===== src/design/iir_dfz2_pkg.sv =====
// ----------------------------------------------------------------------------
// iir_dfz2_pkg
// shared widths, command codes and control structs of the z2 iir filter
// ----------------------------------------------------------------------------
`default_nettype none

package iir_dfz2_pkg;

  localparam int COEF_W   = 24;  // signed q3.20 coefficient
  localparam int HIST_W   = 32;  // saturated history entry
  localparam int ACC_W    = 64;  // product accumulator
  localparam int PROD_W   = HIST_W + COEF_W;
  localparam int CMD_W    = 2;
  localparam int CIDX_W   = 5;   // coef_index port width
  localparam int TCREG_W  = 5;   // tap_count register field
  localparam int PDATA_W  = 32;
  localparam int PADDR_W  = 3;

  localparam logic [CMD_W-1:0] CMD_FILTER = 2'd0;
  localparam logic [CMD_W-1:0] CMD_WR_FB  = 2'd1;
  localparam logic [CMD_W-1:0] CMD_WR_FF  = 2'd2;

  localparam logic REG_TAP_COUNT = 1'b0;

  typedef struct packed {
    logic init;     // load x into feedback acc, clear feedforward acc
    logic tap_mul;  // multiply history entry by a and b
    logic w_mul;    // multiply w by b0
  } mac_ctrl_t;

  typedef struct packed {
    logic a_en;
    logic b0_en;
    logic bh_en;
  } coef_wr_t;

endpackage

`default_nettype wire


===== src/design/iir_dfz2_coef_bank.sv =====
// ----------------------------------------------------------------------------
// iir_dfz2_coef_bank
// feedback and feedforward coefficient tables with registered tap read
// ----------------------------------------------------------------------------
`default_nettype none

module iir_dfz2_coef_bank #(
  parameter int MAX_TAPS = 16,
  parameter int CI_W     = 4
) (
  input  wire logic                                  clk,
  input  wire logic                                  rst,
  input  wire iir_dfz2_pkg::coef_wr_t                wr,
  input  wire logic [CI_W-1:0]                       a_idx,
  input  wire logic [CI_W-1:0]                       bh_idx,
  input  wire logic signed [iir_dfz2_pkg::COEF_W-1:0] wr_data,
  input  wire logic [CI_W-1:0]                       rd_idx,
  output logic signed [iir_dfz2_pkg::COEF_W-1:0]     a_rd,
  output logic signed [iir_dfz2_pkg::COEF_W-1:0]     bh_rd,
  output logic signed [iir_dfz2_pkg::COEF_W-1:0]     b0
);

  // bh[i] holds feedforward coefficient i+1
  logic signed [iir_dfz2_pkg::COEF_W-1:0] a  [MAX_TAPS];
  logic signed [iir_dfz2_pkg::COEF_W-1:0] bh [MAX_TAPS];

  always_ff @(posedge clk) begin
    if (rst) begin
      for (int i = 0; i < MAX_TAPS; i++) begin
        a[i]  <= '0;
        bh[i] <= '0;
      end
      b0 <= '0;
    end else begin
      if (wr.a_en) begin
        a[a_idx] <= wr_data;
      end
      if (wr.bh_en) begin
        bh[bh_idx] <= wr_data;
      end
      if (wr.b0_en) begin
        b0 <= wr_data;
      end
    end
  end

  always_ff @(posedge clk) begin
    a_rd  <= a[rd_idx];
    bh_rd <= bh[rd_idx];
  end

endmodule

`default_nettype wire


===== config.mk =====
export PLATFORM = sky130hd
export DESIGN_NAME = iir_dfz2_coef_bank
export DESIGN_NICKNAME = d
export VERILOG_FILES = /design/src/design/iir_dfz2_pkg.sv /design/src/design/iir_dfz2_coef_bank.sv
export SDC_FILE = /design/constraint.sdc
export NUM_CORES = 1
export LEC_CHECK = 0
export ABC_AREA = 1
export BUFFER_PORTS_ARGS = -buffer_cell sky130_fd_sc_hd__buf_4
export CAP_MARGIN = 20
export CELL_PAD_IN_SITES_DETAIL_PLACEMENT = 2
export CELL_PAD_IN_SITES_GLOBAL_PLACEMENT = 2
export CORE_MARGIN = 8
export CORE_UTILIZATION = 41
export CTS_BUF_LIST = sky130_fd_sc_hd__clkbuf_2
export DETAILED_ROUTE_END_ITERATION = 8
export PLACE_DENSITY_LB_ADDON = 0.1
export SETUP_SLACK_MARGIN = 0.02
export SYNTH_ARGS = -nofsm -noshare
export SYNTH_HDL_FRONTEND = slang
export SYNTH_SLANG_ARGS = --single-unit

===== constraint.sdc =====
create_clock -name clk -period 2.5 [get_ports clk]
set_input_delay 0.375 -clock clk [delete_from_list [all_inputs] [get_ports clk]]
set_output_delay 0.375 -clock clk [all_outputs]
set_load 0.01 [all_outputs]

==> out/results.tsv <==
stage	metric	value	unit
layout	area_growth_syn_to_layout	16.9	%
layout	fin_nets	4584	
grt	grt_max_degree	90	
synth	synth_fp_nets	4284	
power	p_leak	20.5	nW
grt	antenna_found_initial	2	
worst_setup_path	path_class	primary input to flop	
status	status	finished, final reports clean	
synth	ys_seq_elements	840	
synth	synth-edff-count	768	
timing	period_share	0.996	
timing	rsz0062_at_grt	true	
clock_network	clk_latency	1540	ps
timing	clock_skew	128	ps
placed_design	gp_congestion	0.784	
placed_design	hpwlAfterDp	86200	um
placed_design	pre_cts_ws	295	ps
clock_network	numCtsBuffers	221	
synth	yosysTopAreaCell	edfxtp_1	
worst_setup_path	cp-end-kind	flop	
layout	layout_common_cells	nand2_1 (1061), nor2_1 (776), edfxtp_1 (768), inv_1 (589), nand3_1 (575)	
synth	syn_area_per_cell	9.06	um^2
grt	grt_pass1_wl	223000	um
worst_setup_path	cp_max_fo	24	
placed_design	numPortBuffers	112	
min_path	hold_class	primary input to flop	
synth	synth-async-reset-ratio	0	
layout	final_common_cell	nand2_1	
timing	setup_viol	0	
synth	yosysTopAreaCellShare	0.600	
timing	fmax	401	MHz
die	die_area	104000	um^2
worst_setup_path	startpoint_type	primary input	
timing	setup_ws	9.02	ps
routing	wl_per_cell	25.2	um
worst_setup_path	arrival	3830	ps
synth	synth_area	38400	um^2
die	rows	112	
routing	vias	31500	
grt	grt_pass1_vias	34900	
timing	tightest_slew	943	ps
grt	overflow	0	
clock_network	tritoncts	yes	
routing	drt_iter0_drc	2102	
routing	viasPerCell	5.27	
timing	drv_slew	0	
routing	postRouteWirelength	151000	um
routing	drc	0	
synth	synth_cells	4243	
timing	relSlewSlack	0.371	
synth	ys_warn_count	0	
synth	yosysSeqAreaShare	0.638	
worst_setup_path	ff2ff_setup_slack	340	ps
timing	finalSetupTns	0	ps
layout	nFillCells	9995	
die	die_y	322	um
clock_network	clk_path_buf_depth	3	
grt	grtUsageTotal	0.286	
timing	min_period	2490	ps
power	power.density	678	nW/um^2
flow_run	drv_cap	0	
worst_setup_path	cp_data_required_time	3840	ps
timing	finalHoldViolations	0	
clock_network	clock_sinks	840	
timing	worst_hold_slack	164	ps
clock_network	clock-root-buffer	clkbuf_2	
die	ios	113	
routing	drtPass1Iterations	6	
synth	synthFlopType	edfxtp_1	
die	die_w	322	um
synth	synth.area.top_cells	edfxtp_1 (60%), nand2_1 (10%), nor2_1 (7.6%)	
clock_network	h-tree-depth	4	
die	coreArea	93000	um^2
routing	antenna_left	0	
die	initial_core_util	0.413	
power	ir_drop	403	uV
synth	ys_types	18	
clock_network	clkTransAtPathRegs	100	ps
layout	drive_gt1_frac	0.154	
==> registers in the layout (all words and copies together), names as in the netlist <==
| name | cells |
|---|---|
| a | 384 |
| bh | 384 |
| a_rd | 24 |
| b0 | 24 |
| bh_rd | 24 |
==> critical path: stages <==
cell           delay, ps
dlygate4sd3_1        540
buf_4                130
dlygate4sd3_1        580
inv_2                210
nand2_2              150
nor3_2               140
dlygate4sd3_1        650
nand2_1              130
buf_4                250
nor2_1               110
dlygate4sd3_1        550
==> synthesized netlist by cell type (23+ instances only) <==
cell / number
a21oi_1: 24
buf_1: 27
buf_2: 72
buf_6: 23
clkbuf_1: 182
dfxtp_1: 72
edfxtp_1: 768
inv_1: 611
nand2_1: 1062
nand3_1: 576
nor2_1: 776
o21ai_0: 24
==> metal layers <==
layer / global-route usage / share of wire / up-vias
met4: 0.112 / 0.035 / 0
met3: 0.0497 / 0.051 / 301
li1: - / - / 14100
met2: 0.489 / 0.50 / 880
met5: 0 / 0 / -
met1: 0.361 / 0.42 / 16200
==> per-stage QoR <==
step                instances  power, W   util  area, um^2
global placement         5454    0.0200  0.444       41300
CTS                      5964    0.0305  0.482       44800
global route             5971    0.0317  0.483       44900
detailed placement       5454    0.0201  0.444       41300
floorplan                4243    0.0184      -       38400
finish                   5971    0.0305  0.483       44900
==> where the power goes <==
part | internal [W] | switching, W | total, W
Clock | 0.00401 | 0.00624 | 0.0102
Combinational | 0.00118 | 0.00256 | 0.00374
Sequential | 0.0162 | 0.000319 | 0.0165
==> what timing repair did <==
action | CTS | global route
setup buffers | 1 | 6
endpoints found under the setup margin | 72 | 132
endpoints found under the hold margin | 1608 | 0
cloned | 0 | 2
gates resized for setup | 139 | 8
hold buffers | 114 | 0
==> cells by family after synthesis <==
logic type | synth area share
simple gates | 0.259
buf+inv | 0.0969
flops | 0.638
compound gates | 0.00625
==> path summary, 6_finish.rpt <==
check | from | to | cells after the start
setup / recovery | rst | bh[9][13]$_SDFFCE_PN0P_ | 11
hold / removal | a_idx[1] | a[8][5]$_SDFFCE_PN0P_ | 5
setup reg to reg | bh[11][7]$_SDFFCE_PN0P_ | bh_rd[7]$_DFF_P_ | 8
hold reg to reg | b0[2]$_SDFFE_PP0P_ | b0[2]$_SDFFE_PP0P_ | 2
==> area by class of cell <==
cell class | instances | area (um^2) | share of cell area
Antenna cell | 2 | 5.00 | 0.000111
Clock inverter | 54 | 318 | 0.00707
Timing Repair Buffer | 381 | 4170 | 0.0928
Sequential cell | 840 | 24600 | 0.547
Clock buffer | 341 | 1710 | 0.0380
Tap cell | 1254 | 1570 | 0.0349
Inverter | 614 | 2340 | 0.0521
Multi-Input combinational cell | 2484 | 10200 | 0.227
Timing Repair inverter | 1 | 8.76 | 0.000195
Note: power is estimated with default switching activity, not from simulation.
