--- src/design/iir_dfz2_pkg.sv ---
// ----------------------------------------------------------------------------
// iir_dfz2_pkg
// shared widths, command codes and control structs of the z2 iir filter
// ----------------------------------------------------------------------------
`default_nettype none

package iir_dfz2_pkg;

  localparam int COEF_W   = 24;  // signed q3.20 coefficient
  localparam int HIST_W   = 32;  // saturated history entry
  localparam int ACC_W    = 64;  // product accumulator
  localparam int PROD_W   = HIST_W + COEF_W;
  localparam int CMD_W    = 2;
  localparam int CIDX_W   = 5;   // coef_index port width
  localparam int TCREG_W  = 5;   // tap_count register field
  localparam int PDATA_W  = 32;
  localparam int PADDR_W  = 3;

  localparam logic [CMD_W-1:0] CMD_FILTER = 2'd0;
  localparam logic [CMD_W-1:0] CMD_WR_FB  = 2'd1;
  localparam logic [CMD_W-1:0] CMD_WR_FF  = 2'd2;

  localparam logic REG_TAP_COUNT = 1'b0;

  typedef struct packed {
    logic init;     // load x into feedback acc, clear feedforward acc
    logic tap_mul;  // multiply history entry by a and b
    logic w_mul;    // multiply w by b0
  } mac_ctrl_t;

  typedef struct packed {
    logic a_en;
    logic b0_en;
    logic bh_en;
  } coef_wr_t;

endpackage

`default_nettype wire

--- src/design/iir_dfz2_mac.sv ---
// ----------------------------------------------------------------------------
// iir_dfz2_mac
// registered multipliers and the feedback / feedforward accumulators
// ----------------------------------------------------------------------------
`default_nettype none

module iir_dfz2_mac #(
  parameter int SAMPLE_BITS    = 24,
  parameter int COEF_FRAC_BITS = 20
) (
  input  wire logic                                   clk,
  input  wire logic                                   rst,
  input  wire iir_dfz2_pkg::mac_ctrl_t                ctrl,
  input  wire logic signed [SAMPLE_BITS-1:0]          x,
  input  wire logic signed [iir_dfz2_pkg::HIST_W-1:0] h,
  input  wire logic signed [iir_dfz2_pkg::HIST_W-1:0] w,
  input  wire logic signed [iir_dfz2_pkg::COEF_W-1:0] a,
  input  wire logic signed [iir_dfz2_pkg::COEF_W-1:0] bh,
  input  wire logic signed [iir_dfz2_pkg::COEF_W-1:0] b0,
  output logic signed [iir_dfz2_pkg::ACC_W-1:0]       acc_fb,
  output logic signed [iir_dfz2_pkg::ACC_W-1:0]       acc_ff
);

  localparam int PW = iir_dfz2_pkg::PROD_W;
  localparam int AW = iir_dfz2_pkg::ACC_W;

  logic signed [PW-1:0]                      prod_fb;
  logic signed [PW-1:0]                      prod_ff;
  logic                                      acc_en;
  logic signed [iir_dfz2_pkg::HIST_W-1:0]    mul_h;
  logic signed [iir_dfz2_pkg::COEF_W-1:0]    mul_c;
  logic signed [AW-1:0]                      x_scaled;

  assign mul_h    = ctrl.w_mul ? w : h;
  assign mul_c    = ctrl.w_mul ? b0 : bh;
  assign x_scaled = $signed({{(AW-SAMPLE_BITS){x[SAMPLE_BITS-1]}}, x}) <<< COEF_FRAC_BITS;

  always_ff @(posedge clk) begin
    if (rst) begin
      acc_en <= 1'b0;
    end else begin
      acc_en <= ctrl.tap_mul | ctrl.w_mul;
    end
  end

  always_ff @(posedge clk) begin
    if (ctrl.tap_mul) begin
      prod_fb <= h * a;
    end else begin
      prod_fb <= '0;
    end
    prod_ff <= mul_h * mul_c;

    if (ctrl.init) begin
      acc_fb <= x_scaled;
      acc_ff <= '0;
    end else if (acc_en) begin
      acc_fb <= acc_fb - $signed({{(AW-PW){prod_fb[PW-1]}}, prod_fb});
      acc_ff <= acc_ff + $signed({{(AW-PW){prod_ff[PW-1]}}, prod_ff});
    end
  end

endmodule

`default_nettype wire

--- config.mk ---
export PLATFORM = sky130hd
export DESIGN_NAME = iir_dfz2_mac
export DESIGN_NICKNAME = d
export VERILOG_FILES = /design/src/design/iir_dfz2_pkg.sv /design/src/design/iir_dfz2_mac.sv
export SDC_FILE = /design/constraint.sdc
export NUM_CORES = 2
export LEC_CHECK = 0
export BUFFER_PORTS_ARGS = -buffer_cell sky130_fd_sc_hd__buf_2
export CAP_MARGIN = 20
export CORE_ASPECT_RATIO = 0.7
export CORE_UTILIZATION = 45
export DETAILED_ROUTE_END_ITERATION = 6
export PLACE_DENSITY = 0.66
export RECOVER_POWER = 25
export SYNTH_ARGS = -nofsm -noshare
export SYNTH_HDL_FRONTEND = slang
export SYNTH_SLANG_ARGS = --single-unit
--- constraint.sdc ---
create_clock -name clk -period 8.6 [get_ports clk]
set_clock_uncertainty 0.15 [all_clocks]
set_input_delay 0.86 -clock clk [delete_from_list [all_inputs] [get_ports clk]]
set_output_delay 0.86 -clock clk [all_outputs]
set_load 0.02 [all_outputs]
==> metrics.md <==
| Metric | Value |
|---|---|
| Status | `finished, violations left` |
| Violations in the final reports | `capacitance limit, slew limit` |
| Placeable core region | `0.149 mm^2` |
| Die span in x | `467 um` |
| Final-report hold violation count | `0` |
| Vias in the first global route | `55866` |
| Cts bufs inserted | `29` |
| Crit. End Element | `flop` |
| Wirelength per Cell | `23.4 um` |
| FILL cells | `14022` |
| Utilization of the core after routing | `50.8%` |
| Fmax | `121 MHz` |
| Combined area of all synthesized cells | `0.0680 mm^2` |
| DRT antenna net count | `0` |
| Number of standard cells after synthesis | `7658` |
| Vias per std cell | `5.45` |
| Average instance area after synthesis | `8.89 um^2` |
| Number of different library cells in the post-synthesis netlist | `80` |
| Largest driver fanout on the critical path | `16` |
| Number of levels in the clock H-tree | `1` |
| Most frequent cells after synthesis | `sky130_fd_sc_hd__inv_1 (1643), sky130_fd_sc_hd__fa_1 (1568), sky130_fd_sc_hd__nand2_1 (1009), sky130_fd_sc_hd__nor2_1 (595), sky130_fd_sc_hd__ha_1 (426)` |
| Worst slew margin | `-65.9%` |
| Required time of the critical path | `8.94 ns` |
| TritonCTS clock tree | `built` |
| Path type of the worst min-delay path | `primary input to flop` |
| Total routing usage reported by global routing | `30.9%` |
| Detailed placer's ending HPWL | `202 mm` |
| Most frequently used flop master after synthesis | `sky130_fd_sc_hd__dfxtp_1` |
| Number of remaining DRC errors | `0` |
| Post-synthesis async set-or-reset flop share | `0%` |
| Clock period minus worst slack | `8.27 ns` |
| Number of antenna violations at the first check in global routing | `6` |
| Buffers on Ports | `292` |
| Largest area contributor in the netlist | `sky130_fd_sc_hd__fa_1` |
| Initial Util | `45.7%` |
| Portion of the clock cycle consumed by the worst path in the final layout | `96.1%` |
| Dominant cell type by count on the critical path | `sky130_fd_sc_hd__fa_1` |
| Number of clock sinks | `241` |
| Drt first-iter violations | `5476` |
| Post-CTS Repair Setup Buffers | `0` |
| Crit path max-delay family | `adder cells` |
| Buffer cell driving the clock tree root | `sky130_fd_sc_hd__clkbuf_16` |
| Final Wtd Congestion | `1.05` |
| Combined buffer and inverter count along the critical path | `11` |
| Grt ovf | `0` |
| CP max stage delay | `0.54 ns` |
| Number of warnings issued by yosys | `0` |
| Number of search-and-repair iterations in the first detailed-routing pass | `5` |
| Boundary pin count | `293` |
| Post-synth top area share | `46.1%` |
| Clock-pin slew on the worst setup and hold paths | `0.07 ns` |
| Standard cell with the maximum stage delay on the critical path | `sky130_fd_sc_hd__fa_1` |
| Net count of the finished layout | `10241` |
| Clk Latency, worst-skew pair | `0.60 ns` |
| Final Max Tran Viols | `116` |
| Post-Syn Nets | `9817` |
| Via count of the routed design | `54957` |
| Wire length of the first global-routing pass | `353 mm` |
| Post-synthesis sequential area ratio | `7.74%` |
| Final-report setup violation count | `0` |
| CP Launch Type | `primary input` |
| Die span in y | `327 um` |
| EDFF count, synth | `44` |
| Placement Rows | `118` |
| Cell types occupying the most area after synthesis | `sky130_fd_sc_hd__fa_1 (46%), sky130_fd_sc_hd__inv_1 (9.1%), sky130_fd_sc_hd__ha_1 (7.8%), sky130_fd_sc_hd__dfxtp_1 (5.8%), sky130_fd_sc_hd__nand2_1 (5.6%)` |
| Actual slew at the worst max-slew pin | `2.49 ns` |
| Die area | `0.153 mm^2` |
| Most instantiated library cell after synthesis | `sky130_fd_sc_hd__inv_1` |
| Syn-to-layout area delta | `11.1%` |
| Arr. time, crit path | `8.61 ns` |
| Number of max-cap violations | `3` |
| Proportion of layout cells with a drive suffix above 1 | `10.2%` |
| Wirelength, routed | `236 mm` |
| Maximum number of pins on one net before global-route repair | `66` |
| Maximum number of buffers from clock root to sink | `3` |
| RSZ-0062 raised after global routing | `false` |
| Category of the critical setup timing path | `primary input to flop` |
| Register bit count reported by yosys | `241` |
==> per-layer routing <==
metal | vias up | GRT usage [%] | wire length (um)
li1 | 23932 | - | -
met1 | 27835 | 47.7 | 108000
met2 | 2888 | 40.5 | 89100
met3 | 296 | 10.4 | 30900
met4 | 6 | 7.65 | 7070
met5 | - | 1.21 | 378
==> worst reg2reg max path, delay by kind of cell (launching register included) <==
family                   cells  cell delay, ns
AO/OA/AOI/OAI                8            2.51
AND/OR/NAND/NOR              2            0.57
adder cells (fa/ha/maj)      2            0.38
flip-flops                   1            0.33
XOR/XNOR                     1            0.16
buffers and inverters        1            0.06
==> cell usage in the layout, fill, tap and decap left out, types with 40 or more instances in the layout <==
cell	synthesis	layout
sky130_fd_sc_hd__ha_1	426	426
sky130_fd_sc_hd__nand4_1	50	50
sky130_fd_sc_hd__o21bai_1	48	48
sky130_fd_sc_hd__and2_1	302	301
sky130_fd_sc_hd__buf_12	0	41
sky130_fd_sc_hd__nand3_1	64	64
sky130_fd_sc_hd__nor2_1	595	594
sky130_fd_sc_hd__inv_1	1643	1642
sky130_fd_sc_hd__xnor2_1	153	153
sky130_fd_sc_hd__buf_4	0	428
sky130_fd_sc_hd__o21ai_0	190	190
sky130_fd_sc_hd__edfxtp_1	44	44
sky130_fd_sc_hd__mux2i_1	88	73
sky130_fd_sc_hd__a21oi_1	247	247
sky130_fd_sc_hd__fa_1	1568	1567
sky130_fd_sc_hd__dfxtp_1	197	196
sky130_fd_sc_hd__nand2b_1	41	40
sky130_fd_sc_hd__buf_2	6	204
sky130_fd_sc_hd__mux2_2	50	50
sky130_fd_sc_hd__nand2_1	1009	1009
sky130_fd_sc_hd__nor2b_1	51	51
sky130_fd_sc_hd__xor2_1	86	86
sky130_fd_sc_hd__a21o_1	130	130
sky130_fd_sc_hd__clkbuf_1	348	91
==> flip-flops by register name, summed over array words and instances (netlist names) <==
signal,flops
acc_fb,64
prod_ff,56
acc_en,1
acc_ff,64
prod_fb,56
==> logic make-up after synthesis <==
family / Yosys count / share of synthesized area [%]
fa+ha+maj: 1994 / 54.0
buf+inv: 2015 / 11.1
xor+xnor: 239 / 3.08
simple gates: 2209 / 14.3
compound gates: 822 / 7.67
flops: 241 / 7.74
mux: 138 / 2.12
==> timing repair <==
| action | 4_1_cts | 5_1_grt |
|---|---|---|
| gates resized for setup | 0 | 9 |
| hold buffers | 0 | 0 |
| setup endpoints to repair | 0 | 8 |
==> metrics by stage <==
| stage | cells | TNS, ns | cell area (um^2) | setup slack [ns] | hold WS [ns] |
|---|---|---|---|---|---|
| after global placement | 10031 | -2.13 | 74700 | -0.362 | 0.316 |
| after floorplan | 7658 | 0 | 68100 | 0.0130 | 0.354 |
| final | 10090 | 0 | 75600 | 0.331 | 0.304 |
| after global routing | 10088 | 0 | 75600 | 0.0401 | 0.290 |
| after detailed placement | 10031 | -3.01 | 74700 | -0.398 | 0.322 |
| after CTS | 10085 | 0 | 75700 | 0.208 | 0.277 |
==> path summary, 6_finish.rpt <==
kind | startpoint | endpoint | slack [ns] | cells after the start
setup / recovery | ctrl[0] | prod_ff[55] | 0.33 | 31
hold / removal | rst | acc_en | 0.30 | 2
setup reg to reg | acc_fb[0] | acc_fb[62] | 4.13 | 14
hold reg to reg | acc_ff[55] | acc_ff[55] | 0.33 | 2
==> cell type report <==
class	count	area (um^2)	area share [%]
clock inverter	16	123	0.162
timing repair buffer	763	5400	7.14
multi-input combinational	5402	55300	73.2
antenna	5	12.5	0.0165
tap	1980	2480	3.28
clock buffer	38	835	1.10
sequential	241	5270	6.96
inverter	1645	6170	8.17
Power is not shown: default switching activity piles up to over one toggle a cycle in this logic, so the estimate is an artifact.
